File: config.mk
export PLATFORM = sky130hd
export DESIGN_NAME = twh_entry_ram
export DESIGN_NICKNAME = d
export VERILOG_FILES = /design/src/rtl/core/twh_pkg.sv /design/src/rtl/core/twh_entry_ram.sv
export SDC_FILE = /design/constraint.sdc
export NUM_CORES = 2
export LEC_CHECK = 0
export ABC_AREA = 1
export BUFFER_PORTS_ARGS = -buffer_cell sky130_fd_sc_hd__buf_2
export CAP_MARGIN = 20
export CORE_ASPECT_RATIO = 1.75
export CORE_MARGIN = 2
export CORE_UTILIZATION = 42
export CTS_BUF_LIST = sky130_fd_sc_hd__clkbuf_4
export DETAILED_ROUTE_END_ITERATION = 7
export SLEW_MARGIN = 20
export SYNTH_ARGS = -nofsm -noshare
export SYNTH_HDL_FRONTEND = slang
export SYNTH_SLANG_ARGS = --single-unit
File: constraint.sdc
create_clock -name clk_i -period 7.7 [get_ports clk_i]
set_clock_uncertainty 0.15 [all_clocks]
set_input_delay 1.54 -clock clk_i [delete_from_list [all_inputs] [get_ports clk_i]]
set_output_delay 1.54 -clock clk_i [all_outputs]
set_load 0.02 [all_outputs]
File: src/rtl/core/twh_pkg.sv
// ----------------------------------------------------------------------------
// Timer wheel package
// Shared sizes, codes and structures of the hierarchical timer wheel.
// ----------------------------------------------------------------------------
package twh_pkg;

  localparam int WHEEL_COUNT  = 4;
  localparam int SLOT_BITS    = 8;
  localparam int POOL_ENTRIES = 64;
  localparam int TICK_BITS    = 32;

  localparam int SLOT_COUNT  = 1 << SLOT_BITS;
  localparam int SLOT_DEPTH  = WHEEL_COUNT * SLOT_COUNT;
  localparam int SLOT_AW     = $clog2(SLOT_DEPTH);
  localparam int HW          = (POOL_ENTRIES > 1) ? $clog2(POOL_ENTRIES) : 1;
  localparam int LW          = HW + 1;
  localparam int WW          = (WHEEL_COUNT > 1) ? $clog2(WHEEL_COUNT) : 1;

  localparam logic [LW-1:0] NIL = {LW{1'b1}};

  localparam logic [1:0] OP_START  = 2'd0;
  localparam logic [1:0] OP_CANCEL = 2'd1;
  localparam logic [1:0] OP_TICK   = 2'd2;

  localparam logic [1:0] RES_GRANT   = 2'd0;
  localparam logic [1:0] RES_FULL    = 2'd1;
  localparam logic [1:0] RES_SIGNAL  = 2'd2;
  localparam logic [1:0] RES_RELEASE = 2'd3;

  typedef struct packed {
    logic [TICK_BITS-1:0] end_time;
    logic [15:0]          tag;
    logic [7:0]           ekind;
    logic [LW-1:0]        link;
  } entry_t;

  typedef struct packed {
    logic          rd_en;
    logic [HW-1:0] rd_addr;
    logic          wr_data_en;
    logic          wr_link_en;
    logic [HW-1:0] wr_addr;
    entry_t        wr_word;
  } ent_req_t;

  typedef struct packed {
    logic               rd_en;
    logic [SLOT_AW-1:0] rd_addr;
    logic               wr_en;
    logic [SLOT_AW-1:0] wr_addr;
    logic [LW-1:0]      wr_head;
  } slot_req_t;

  typedef struct packed {
    logic        push;
    logic        flush;
    logic [1:0]  kind;
    logic [5:0]  handle;
    logic [15:0] tag;
    logic [7:0]  ekind;
  } out_cmd_t;

  typedef struct packed {
    logic ready;
    logic hold_vld;
  } out_sts_t;

endpackage

File: src/rtl/core/twh_entry_ram.sv
// ----------------------------------------------------------------------------
// Entry memory
// End time, event identity and list link of every pool entry.
// ----------------------------------------------------------------------------
module twh_entry_ram (
  input  logic              clk_i,
  input  twh_pkg::ent_req_t req_i,
  output twh_pkg::entry_t   rd_word_o
);

  twh_pkg::entry_t mem_q [twh_pkg::POOL_ENTRIES];
  twh_pkg::entry_t rd_q;

  // The link field is written on its own while lists are spliced.
  always_ff @(posedge clk_i) begin
    if (req_i.wr_data_en) begin
      mem_q[req_i.wr_addr].end_time <= req_i.wr_word.end_time;
      mem_q[req_i.wr_addr].tag      <= req_i.wr_word.tag;
      mem_q[req_i.wr_addr].ekind    <= req_i.wr_word.ekind;
    end
    if (req_i.wr_link_en) begin
      mem_q[req_i.wr_addr].link <= req_i.wr_word.link;
    end
    if (req_i.rd_en) begin
      rd_q <= mem_q[req_i.rd_addr];
    end
  end

  assign rd_word_o = rd_q;

endmodule

==> results.cfg <==
[flow_run]
maxCapViolCount = 0

[worst_setup_path]
arrival_ns = 2.72
cpLargestDelayFamily = flip-flops
cpMaxStageDelayCell = edfxtp_1
crit_buf_inv = 1
max_stage_delay_ns = 0.86
crit_type = reg2out
cp_cell_sequence = buf_2
crit_path_start_kind = register
crit_fanout = 1
endpoint_kind = primary output
required_ns = 6.01

[sta]
max_slew_margin_pct = 4.09
tns_ns = 0
setup_viol = 0
whs_ns = 0.402
finalMaxSlewViolations = 0
hold_violations = 0
clock.fmax_mhz = 227
rsz0062_at_grt = no
fin_crit_ns = 4.41
fin_crit_sh_pct = 57.2
tightestPinTransition_ns = 1.44

[global_routing]
grt_pass1_wl_um = 748000
grt_pass1_vias = 108000
grt_max_degree = 207
antenna_found_initial = 45
globalRoute.totalOverflow = 0
track_usage_pct = 26.3

[layout]
area_delta_synth_final_pct = 10.6
layout.area.seq_um2 = 123000
fin_nets = 13700
multi_input_area_um2 = 36400
fillers = 34700
drive_gt1_share_pct = 12.7

[synthesis]
synth_nets = 13400
ys.warnings.count = 0
synth-edff-count = 4095
synth_area_per_cell_um2 = 12.3
seq_area_frac_synth_pct = 75.1
synthDistinctLibCells = 17
synthCells = 13300
netlist_area_um2 = 164000
async_flop_share_pct = 0
ys_ff_latch = 4095
synthFlopType = edfxtp_1

[clock_network]
clk_latency_ns = 1.51
cts_hold_buf = 0
cts_tree = done
htreeDepth = 6
cts_root_buffer = clkbuf_4
cts_max_path_buffers = 4
cts_resized = 0
cts.sink_count = 4095
post_cts_buffers = 0
cts_made_buffers = 885
clk_pin_slew_ns = 0.07

[die]
core-area_um2 = 389000
start_util_pct = 42.1
io_pins = 142
die_y_um = 830
dieWidth_um = 476
rows = 303
dieArea_um2 = 395000

[drt]
met2_length_um = 264000
totalWireLength_um = 528000
dr.max_layer_used = met5
vias = 111000
routed_via_density = 5.70
wl_per_cell_um = 27.0
drt-met1-wl_um = 190000
drt_iter0_drc = 13100
drcViolationCount = 0
first_pass_iters = 8
met3_length_um = 44900
ant_nets = 0

[hold_path]
hold_class = in2reg

[run_status]
run_status = completed

[place]
io_buffers = 141
post-dp-hpwl_um = 231000
gp_congestion = 0.784

[power]
power_leakage_nw = 63.5
ir_drop_mv = 0.130
power_density_nw_per_um2 = 244
through the flow:
stage / util, % / instance area (um2) / cells / setup WS [ns] / power (mW)
after floorplan: - / 164000 / 13300 / 0.829 / 26.8
after global placement: 43.6 / 169000 / 17900 / 2.44 / 27.9
after detailed placement: 43.6 / 169000 / 17900 / 2.42 / 28.0
after CTS: 46.5 / 181000 / 19500 / 3.04 / 44.5
after global routing: 46.6 / 181000 / 19500 / 3.21 / 45.7
final: 46.6 / 181000 / 19500 / 3.29 / 44.2
logic make-up (layout without fill, tap and decap cells):
logic type / Yosys count / count (layout) / synth area share, %
buffers and inverters: 918 / 1931 / 2.93
DFF: 4095 / 4095 / 75.1
other: 0 / 32 / 0
and+or+nand+nor: 8280 / 8280 / 22.0
Yosys cell counts (2+ instances only):
| cell type | number | area, um2 |
|---|---|---|
| buf_1 | 92 | 345 |
| buf_2 | 449 | 2250 |
| buf_4 | 159 | 1190 |
| buf_6 | 22 | 248 |
| clkbuf_1 | 177 | 664 |
| clkinv_1 | 4 | 15.0 |
| edfxtp_1 | 4095 | 123000 |
| inv_1 | 4 | 15.0 |
| inv_2 | 8 | 30.0 |
| nand2_1 | 4356 | 16400 |
| nand3_1 | 3788 | 19000 |
| nand3b_1 | 2 | 15.0 |
| nor2_1 | 18 | 67.6 |
| nor3_1 | 116 | 581 |
where the power goes:
part / total (mW) / leakage, nW / internal (mW) / switching [mW]
Clock: 16.7 / 6.77 / 8.34 / 8.39
Combinational: 2.68 / 19.8 / 0.631 / 2.05
Sequential: 24.8 / 36.9 / 24.7 / 0.0880
final timing paths:
kind / startpoint / slack [ns] / to / depth (start not counted)
hold reg to reg: mem_q[22][40] / 0.69 / rd_word_o[40] / 8
hold / removal: req_i[60] / 0.40 / mem_q[0][60] / 1
setup / recovery: rd_word_o[45] / 3.29 / rd_word_o[45] / 1
setup reg to reg: mem_q[55][1] / 5.78 / rd_word_o[1] / 8
cell type report:
| cell class | count | area share, % |
|---|---|---|
| clock buffer | 1321 | 5.48 |
| tap | 5185 | 3.58 |
| inverter | 18 | 0.0767 |
| clock inverter | 257 | 0.802 |
| timing repair buffer | 335 | 1.99 |
| sequential | 4095 | 67.9 |
| antenna | 32 | 0.0442 |
| multi-input combinational | 8280 | 20.1 |
sequential cells by signal, indices dropped and copies added (netlist names):
register and cells:
mem_q 4032, rd_word_o 63
cells in the final DEF (no fill, tap or decap):
| cell type | instances |
|---|---|
| nand3_2 | 4 |
| buf_8 | 5 |
| inv_1 | 4 |
| inv_2 | 21 |
| buf_12 | 109 |
| buf_6 | 2 |
| nor3_2 | 68 |
| buf_4 | 89 |
| nor2_1 | 9 |
| clkinv_4 | 1 |
| edfxtp_1 | 4095 |
| nor3_1 | 48 |
| inv_6 | 1 |
| nand3_1 | 3784 |
| clkinv_2 | 23 |
| inv_16 | 1 |
| diode_2 | 32 |
| clkinv_16 | 1 |
| bufinv_16 | 16 |
| inv_8 | 3 |
| nor2_4 | 9 |
| clkbuf_4 | 1321 |
| clkinv_1 | 195 |
| nand3b_1 | 2 |
| buf_2 | 130 |
| clkinvlp_4 | 9 |
| nand2_1 | 4356 |
layer usage:
layer,vias to the layer above,track usage [%]
li1,48800,-
met1,55200,31.7
met2,5811,45.4
met3,1402,4.02
met4,18,13.7
met5,-,0
No activity file was read; power rests on OpenSTA's default activity.
