### src/rtl/core/twh_pkg.sv
// ----------------------------------------------------------------------------
// Timer wheel package
// Shared sizes, codes and structures of the hierarchical timer wheel.
// ----------------------------------------------------------------------------
package twh_pkg;

  localparam int WHEEL_COUNT  = 4;
  localparam int SLOT_BITS    = 8;
  localparam int POOL_ENTRIES = 64;
  localparam int TICK_BITS    = 32;

  localparam int SLOT_COUNT  = 1 << SLOT_BITS;
  localparam int SLOT_DEPTH  = WHEEL_COUNT * SLOT_COUNT;
  localparam int SLOT_AW     = $clog2(SLOT_DEPTH);
  localparam int HW          = (POOL_ENTRIES > 1) ? $clog2(POOL_ENTRIES) : 1;
  localparam int LW          = HW + 1;
  localparam int WW          = (WHEEL_COUNT > 1) ? $clog2(WHEEL_COUNT) : 1;

  localparam logic [LW-1:0] NIL = {LW{1'b1}};

  localparam logic [1:0] OP_START  = 2'd0;
  localparam logic [1:0] OP_CANCEL = 2'd1;
  localparam logic [1:0] OP_TICK   = 2'd2;

  localparam logic [1:0] RES_GRANT   = 2'd0;
  localparam logic [1:0] RES_FULL    = 2'd1;
  localparam logic [1:0] RES_SIGNAL  = 2'd2;
  localparam logic [1:0] RES_RELEASE = 2'd3;

  typedef struct packed {
    logic [TICK_BITS-1:0] end_time;
    logic [15:0]          tag;
    logic [7:0]           ekind;
    logic [LW-1:0]        link;
  } entry_t;

  typedef struct packed {
    logic          rd_en;
    logic [HW-1:0] rd_addr;
    logic          wr_data_en;
    logic          wr_link_en;
    logic [HW-1:0] wr_addr;
    entry_t        wr_word;
  } ent_req_t;

  typedef struct packed {
    logic               rd_en;
    logic [SLOT_AW-1:0] rd_addr;
    logic               wr_en;
    logic [SLOT_AW-1:0] wr_addr;
    logic [LW-1:0]      wr_head;
  } slot_req_t;

  typedef struct packed {
    logic        push;
    logic        flush;
    logic [1:0]  kind;
    logic [5:0]  handle;
    logic [15:0] tag;
    logic [7:0]  ekind;
  } out_cmd_t;

  typedef struct packed {
    logic ready;
    logic hold_vld;
  } out_sts_t;

endpackage

### src/rtl/core/twh_out_buf.sv
// ----------------------------------------------------------------------------
// Result output buffer
// Holds one result back so the final word of an item can carry last.
// ----------------------------------------------------------------------------
module twh_out_buf (
  input  logic              clk_i,
  input  logic              rst_ni,
  input  twh_pkg::out_cmd_t cmd_i,
  output twh_pkg::out_sts_t sts_o,
  output logic              out_valid_o,
  input  logic              out_stall_i,
  output logic [1:0]        result_kind_o,
  output logic [5:0]        result_handle_o,
  output logic [15:0]       result_event_tag_o,
  output logic [7:0]        result_event_kind_o,
  output logic              last_o
);

  logic        hold_vld_q, hold_vld_d;
  logic        out_vld_q, out_vld_d;
  logic [1:0]  hold_kind_q;
  logic [5:0]  hold_handle_q;
  logic [15:0] hold_tag_q;
  logic [7:0]  hold_ekind_q;
  logic [1:0]  out_kind_q;
  logic [5:0]  out_handle_q;
  logic [15:0] out_tag_q;
  logic [7:0]  out_ekind_q;
  logic        out_last_q;
  logic        rdy;
  logic        load_out;
  logic        load_hold;

  assign rdy       = !hold_vld_q || !out_vld_q || !out_stall_i;
  assign load_hold = cmd_i.push && rdy;
  assign load_out  = rdy && hold_vld_q && (cmd_i.push || cmd_i.flush);

  always_comb begin
    out_vld_d  = load_out ? 1'b1 : (out_vld_q && out_stall_i);
    hold_vld_d = hold_vld_q;
    if (load_hold) begin
      hold_vld_d = 1'b1;
    end else if (cmd_i.flush && rdy) begin
      hold_vld_d = 1'b0;
    end
  end

  always_ff @(posedge clk_i or negedge rst_ni) begin
    if (!rst_ni) begin
      hold_vld_q <= 1'b0;
      out_vld_q  <= 1'b0;
    end else begin
      hold_vld_q <= hold_vld_d;
      out_vld_q  <= out_vld_d;
    end
  end

  always_ff @(posedge clk_i) begin
    if (load_out) begin
      out_kind_q   <= hold_kind_q;
      out_handle_q <= hold_handle_q;
      out_tag_q    <= hold_tag_q;
      out_ekind_q  <= hold_ekind_q;
      out_last_q   <= !cmd_i.push;
    end
    if (load_hold) begin
      hold_kind_q   <= cmd_i.kind;
      hold_handle_q <= cmd_i.handle;
      hold_tag_q    <= cmd_i.tag;
      hold_ekind_q  <= cmd_i.ekind;
    end
  end

  assign sts_o.ready         = rdy;
  assign sts_o.hold_vld      = hold_vld_q;
  assign out_valid_o         = out_vld_q;
  assign result_kind_o       = out_kind_q;
  assign result_handle_o     = out_handle_q;
  assign result_event_tag_o  = out_tag_q;
  assign result_event_kind_o = out_ekind_q;
  assign last_o              = out_last_q;

endmodule

### config.mk
export PLATFORM = sky130hd
export DESIGN_NAME = twh_out_buf
export DESIGN_NICKNAME = d
export VERILOG_FILES = /design/src/rtl/core/twh_pkg.sv /design/src/rtl/core/twh_out_buf.sv
export SDC_FILE = /design/constraint.sdc
export NUM_CORES = 1
export LEC_CHECK = 0
export BUFFER_PORTS_ARGS = -buffer_cell sky130_fd_sc_hd__buf_2
export CAP_MARGIN = 25
export CORE_MARGIN = 2
export CORE_UTILIZATION = 31
export DETAILED_ROUTE_END_ITERATION = 6
export PLACE_DENSITY = 0.61
export SLEW_MARGIN = 25
export SYNTH_ARGS = -nofsm -noshare
export SYNTH_HDL_FRONTEND = slang
export SYNTH_SLANG_ARGS = --single-unit
### constraint.sdc
create_clock -name clk_i -period 3.6 [get_ports clk_i]
set_input_delay 0.18 -clock clk_i [delete_from_list [all_inputs] [get_ports clk_i]]
set_output_delay 0.18 -clock clk_i [all_outputs]
set_load 0.005 [all_outputs]
==> key figures <==
Status
  – Run status: finished clean

Routing
  – Detail Route Antenna Nets: 0
  – Routed Wire Length: 3171 um
  – Violation count after the first detailed-routing iteration: 75
  – Via total after detailed routing: ~1000
  – Count of TritonRoute iterations in the first routing pass: 4
  – Per-cell routed wire length: 13.00 um
  – DR vias/cell: 4.020
  – Residual DRC: 0

Clock network
  – Clock Tree Root: clkbuf_8
  – Clock buffers created by TritonCTS: 9
  – Post-CTS setup buffer count: 0
  – Number of H-tree branching levels: 3
  – Number of sinks handled by clock tree synthesis: between 60 and 70
  – Register clock-pin slew on the reported worst setup and hold paths: ~0.060 ns
  – Deepest clock path buffer count: 2
  – Worst-Skew Late Latency: between 0.3 and 0.4 ns
  – Hold buffer count at CTS: 1
  – TritonCTS clock tree: yes
  – Cells resized by post-CTS repair: 0

Placement
  – Final GP Congestion: 0.6864
  – Buffers added on ports: 72
  – Post-place setup slack: 1.748 ns
  – Post-DP HPWL: ~2100 um

Yosys
  – Per-instance average area after synthesis: approximately 26 sq um
  – Leading register cell type out of synthesis: edfxtp_1
  – Cell count after synthesis: roughly 80
  – Most repeated cell in the gate-level netlist after synthesis: edfxtp_1
  – Post-synth cell types: 11
  – Count of flip-flops with a built-in enable after synthesis: between 60 and 70
  – Ys Warns: 0
  – #FFs+latches synth: 67
  – Async SR Flop Fraction: 0.02985
  – Largest cells by area after synthesis: edfxtp_1 95%, dfrtp_1 2.4%, buf_4 0.73%
  – Library cell occupying the most area in the post-synthesis netlist: edfxtp_1
  – Cell area after synthesis: 2059 sq um
  – Post-synth top area share: 0.9478
  – Post-synth net total: about 120
  – Sequential share of the synthesized area: 0.9721
  – Synth cell count leaders: 65 x edfxtp_1, 2 x buf_4, 2 x dfrtp_1, 2 x nand2_1

GRT
  – Initial antenna violation count: 1
  – Largest net degree at the start of global routing: 34
  – Vias in the first global route: ~1100
  – First-pass GRT wire length: between 4000 and 5000 um
  – Overall routing resource usage: 0.09268
  – GRT overflow: 0

Timing
  – Post-route minimum period: ~1.5 ns
  – Transition at the pin with the smallest max-transition slack: ~0.47 ns
  – Final Max Tran Viols: 0
  – Setup repair after global routing missed its margin: false
  – Hold Violations, Final: 0
  – Slack of the critical path: about 2.1 ns
  – Worst hold slack: ~0.030 ns
  – Maximum clock frequency: about 650 MHz
  – Final-layout setup total negative slack: 0 ns
  – Remaining max-slew budget at the tightest pin: 0.6879
  – Worst clock skew: around 0.0057 ns
  – Number of setup violations in the final report: 0
  – Part of the cycle the worst path needs: 0.4245

Run
  – Number of maximum-capacitance violations: 0

Finish
  – Antenna diodes: 0
  – Layout-stage area growth over the synthesis result: 31.59%
  – Layout Nets: slightly below 200
  – Proportion of layout cells with a drive suffix above 1: 0.5150

Die
  – Die Height: between 80 and 90 um
  – Initial Utilization: 0.3225
  – Standard-cell rows: 29
  – Overall die area: 7311 sq um
  – Die width: 85.51 um
  – Io pins: between 70 and 80
  – Core Region: around 6400 sq um

Power
  – Power density over the cells: roughly 570 nW/um^2
  – Peak VDD IR: 0.2718 mV
  – Leak Pwr: about 1.0 nW

Worst setup path
  – Arrival time at the worst endpoint: 1.56 ns
  – Required time reported for the critical path endpoint: ~3.6 ns
  – Crit Path Max Fanout: 22
  – Category of the worst setup path launch point: flip-flop
  – CP Class: reg2reg
  – Capturing element type of the critical path: flip-flop

Min path
  – Hold WC Path Type: in2reg
==> registers in the layout, summed over array words and instances, names as in the netlist, 2 cells and up <==
name and count:
result_handle_o 6, result_kind_o 2, hold_handle_q 6, result_event_tag_o 16, hold_ekind_q 8, result_event_kind_o 8, hold_tag_q 16, hold_kind_q 2
==> area by class of cell <==
| cell class | count | area (sq um) |
|---|---|---|
| clock buffer | 12 | 135.1 |
| clock inverter | 4 | 17.52 |
| fill | 579 | 3676 |
| inverter | 1 | 3.754 |
| multi-input combinational | 8 | 50.05 |
| sequential | 67 | 2002 |
| tap | 77 | 96.34 |
| timing repair buffer | 75 | 405.4 |
==> critical path: stages (launching register included) <==
cell     delay (ns)
dfrtp_1        0.39
o21ai_0        0.18
a21oi_4        0.43
buf_16         0.22
==> report_power, final <==
group / internal, mW / switching, mW
logic: 0.0497 / 0.0602
registers: 0.936 / 0.0161
clock network: 0.243 / 0.244
==> metrics by stage <==
| step | area [sq um] | instances | utilization | power (mW) |
|---|---|---|---|---|
| floorplan | 2059 | 78 | - | 1.004 |
| global placement | 2520 | 226 | 0.3946 | 1.070 |
| detailed placement | 2520 | 226 | 0.3946 | 1.074 |
| CTS | 2683 | 243 | 0.4201 | 1.567 |
| global route | 2710 | 244 | 0.4244 | 1.620 |
| finish | 2710 | 244 | 0.4244 | 1.549 |
==> worst paths after layout <==
| path | startpoint | to | slack [ns] | cells after the start |
|---|---|---|---|---|
| max | hold_vld_q | result_event_tag_o[15] | 2.07 | 3 |
| min | cmd_i[20] | hold_tag_q[12] | 0.03 | 1 |
| max reg2reg | hold_vld_q | result_event_tag_o[15] | 2.07 | 3 |
| min reg2reg | hold_tag_q[8] | result_event_tag_o[8] | 0.42 | 0 |
| max in group asynchronous | rst_ni | hold_vld_q | 3.32 | 2 |
| min in group asynchronous | rst_ni | out_valid_o | 0.18 | 2 |
==> kinds of logic (layout without fill, tap and decap cells) <==
kind of cell,Yosys count,count (layout),synth area share
simple gates,5,5,0.01093
flops,67,67,0.9721
buf+inv,3,92,0.009109
compound gates,3,3,0.007895
==> cell usage in the layout, fill, tap and decap left out, drive strengths merged, types with 2 or more instances in the layout <==
| master | count |
|---|---|
| clkbuf | 12 |
| edfxtp | 65 |
| buf | 74 |
| clkinv | 4 |
| dfrtp | 2 |
| nand2 | 2 |
==> per-layer routing <==
metal,global-route usage,vias to the layer above,wire length (um)
met5,0,-,0
met4,0.06494,0,19
met3,0.06064,2,450
met2,0.1385,55,1500
met1,0.09349,450,1201
li1,-,474,-
No activity file was read; power rests on OpenSTA's default activity.
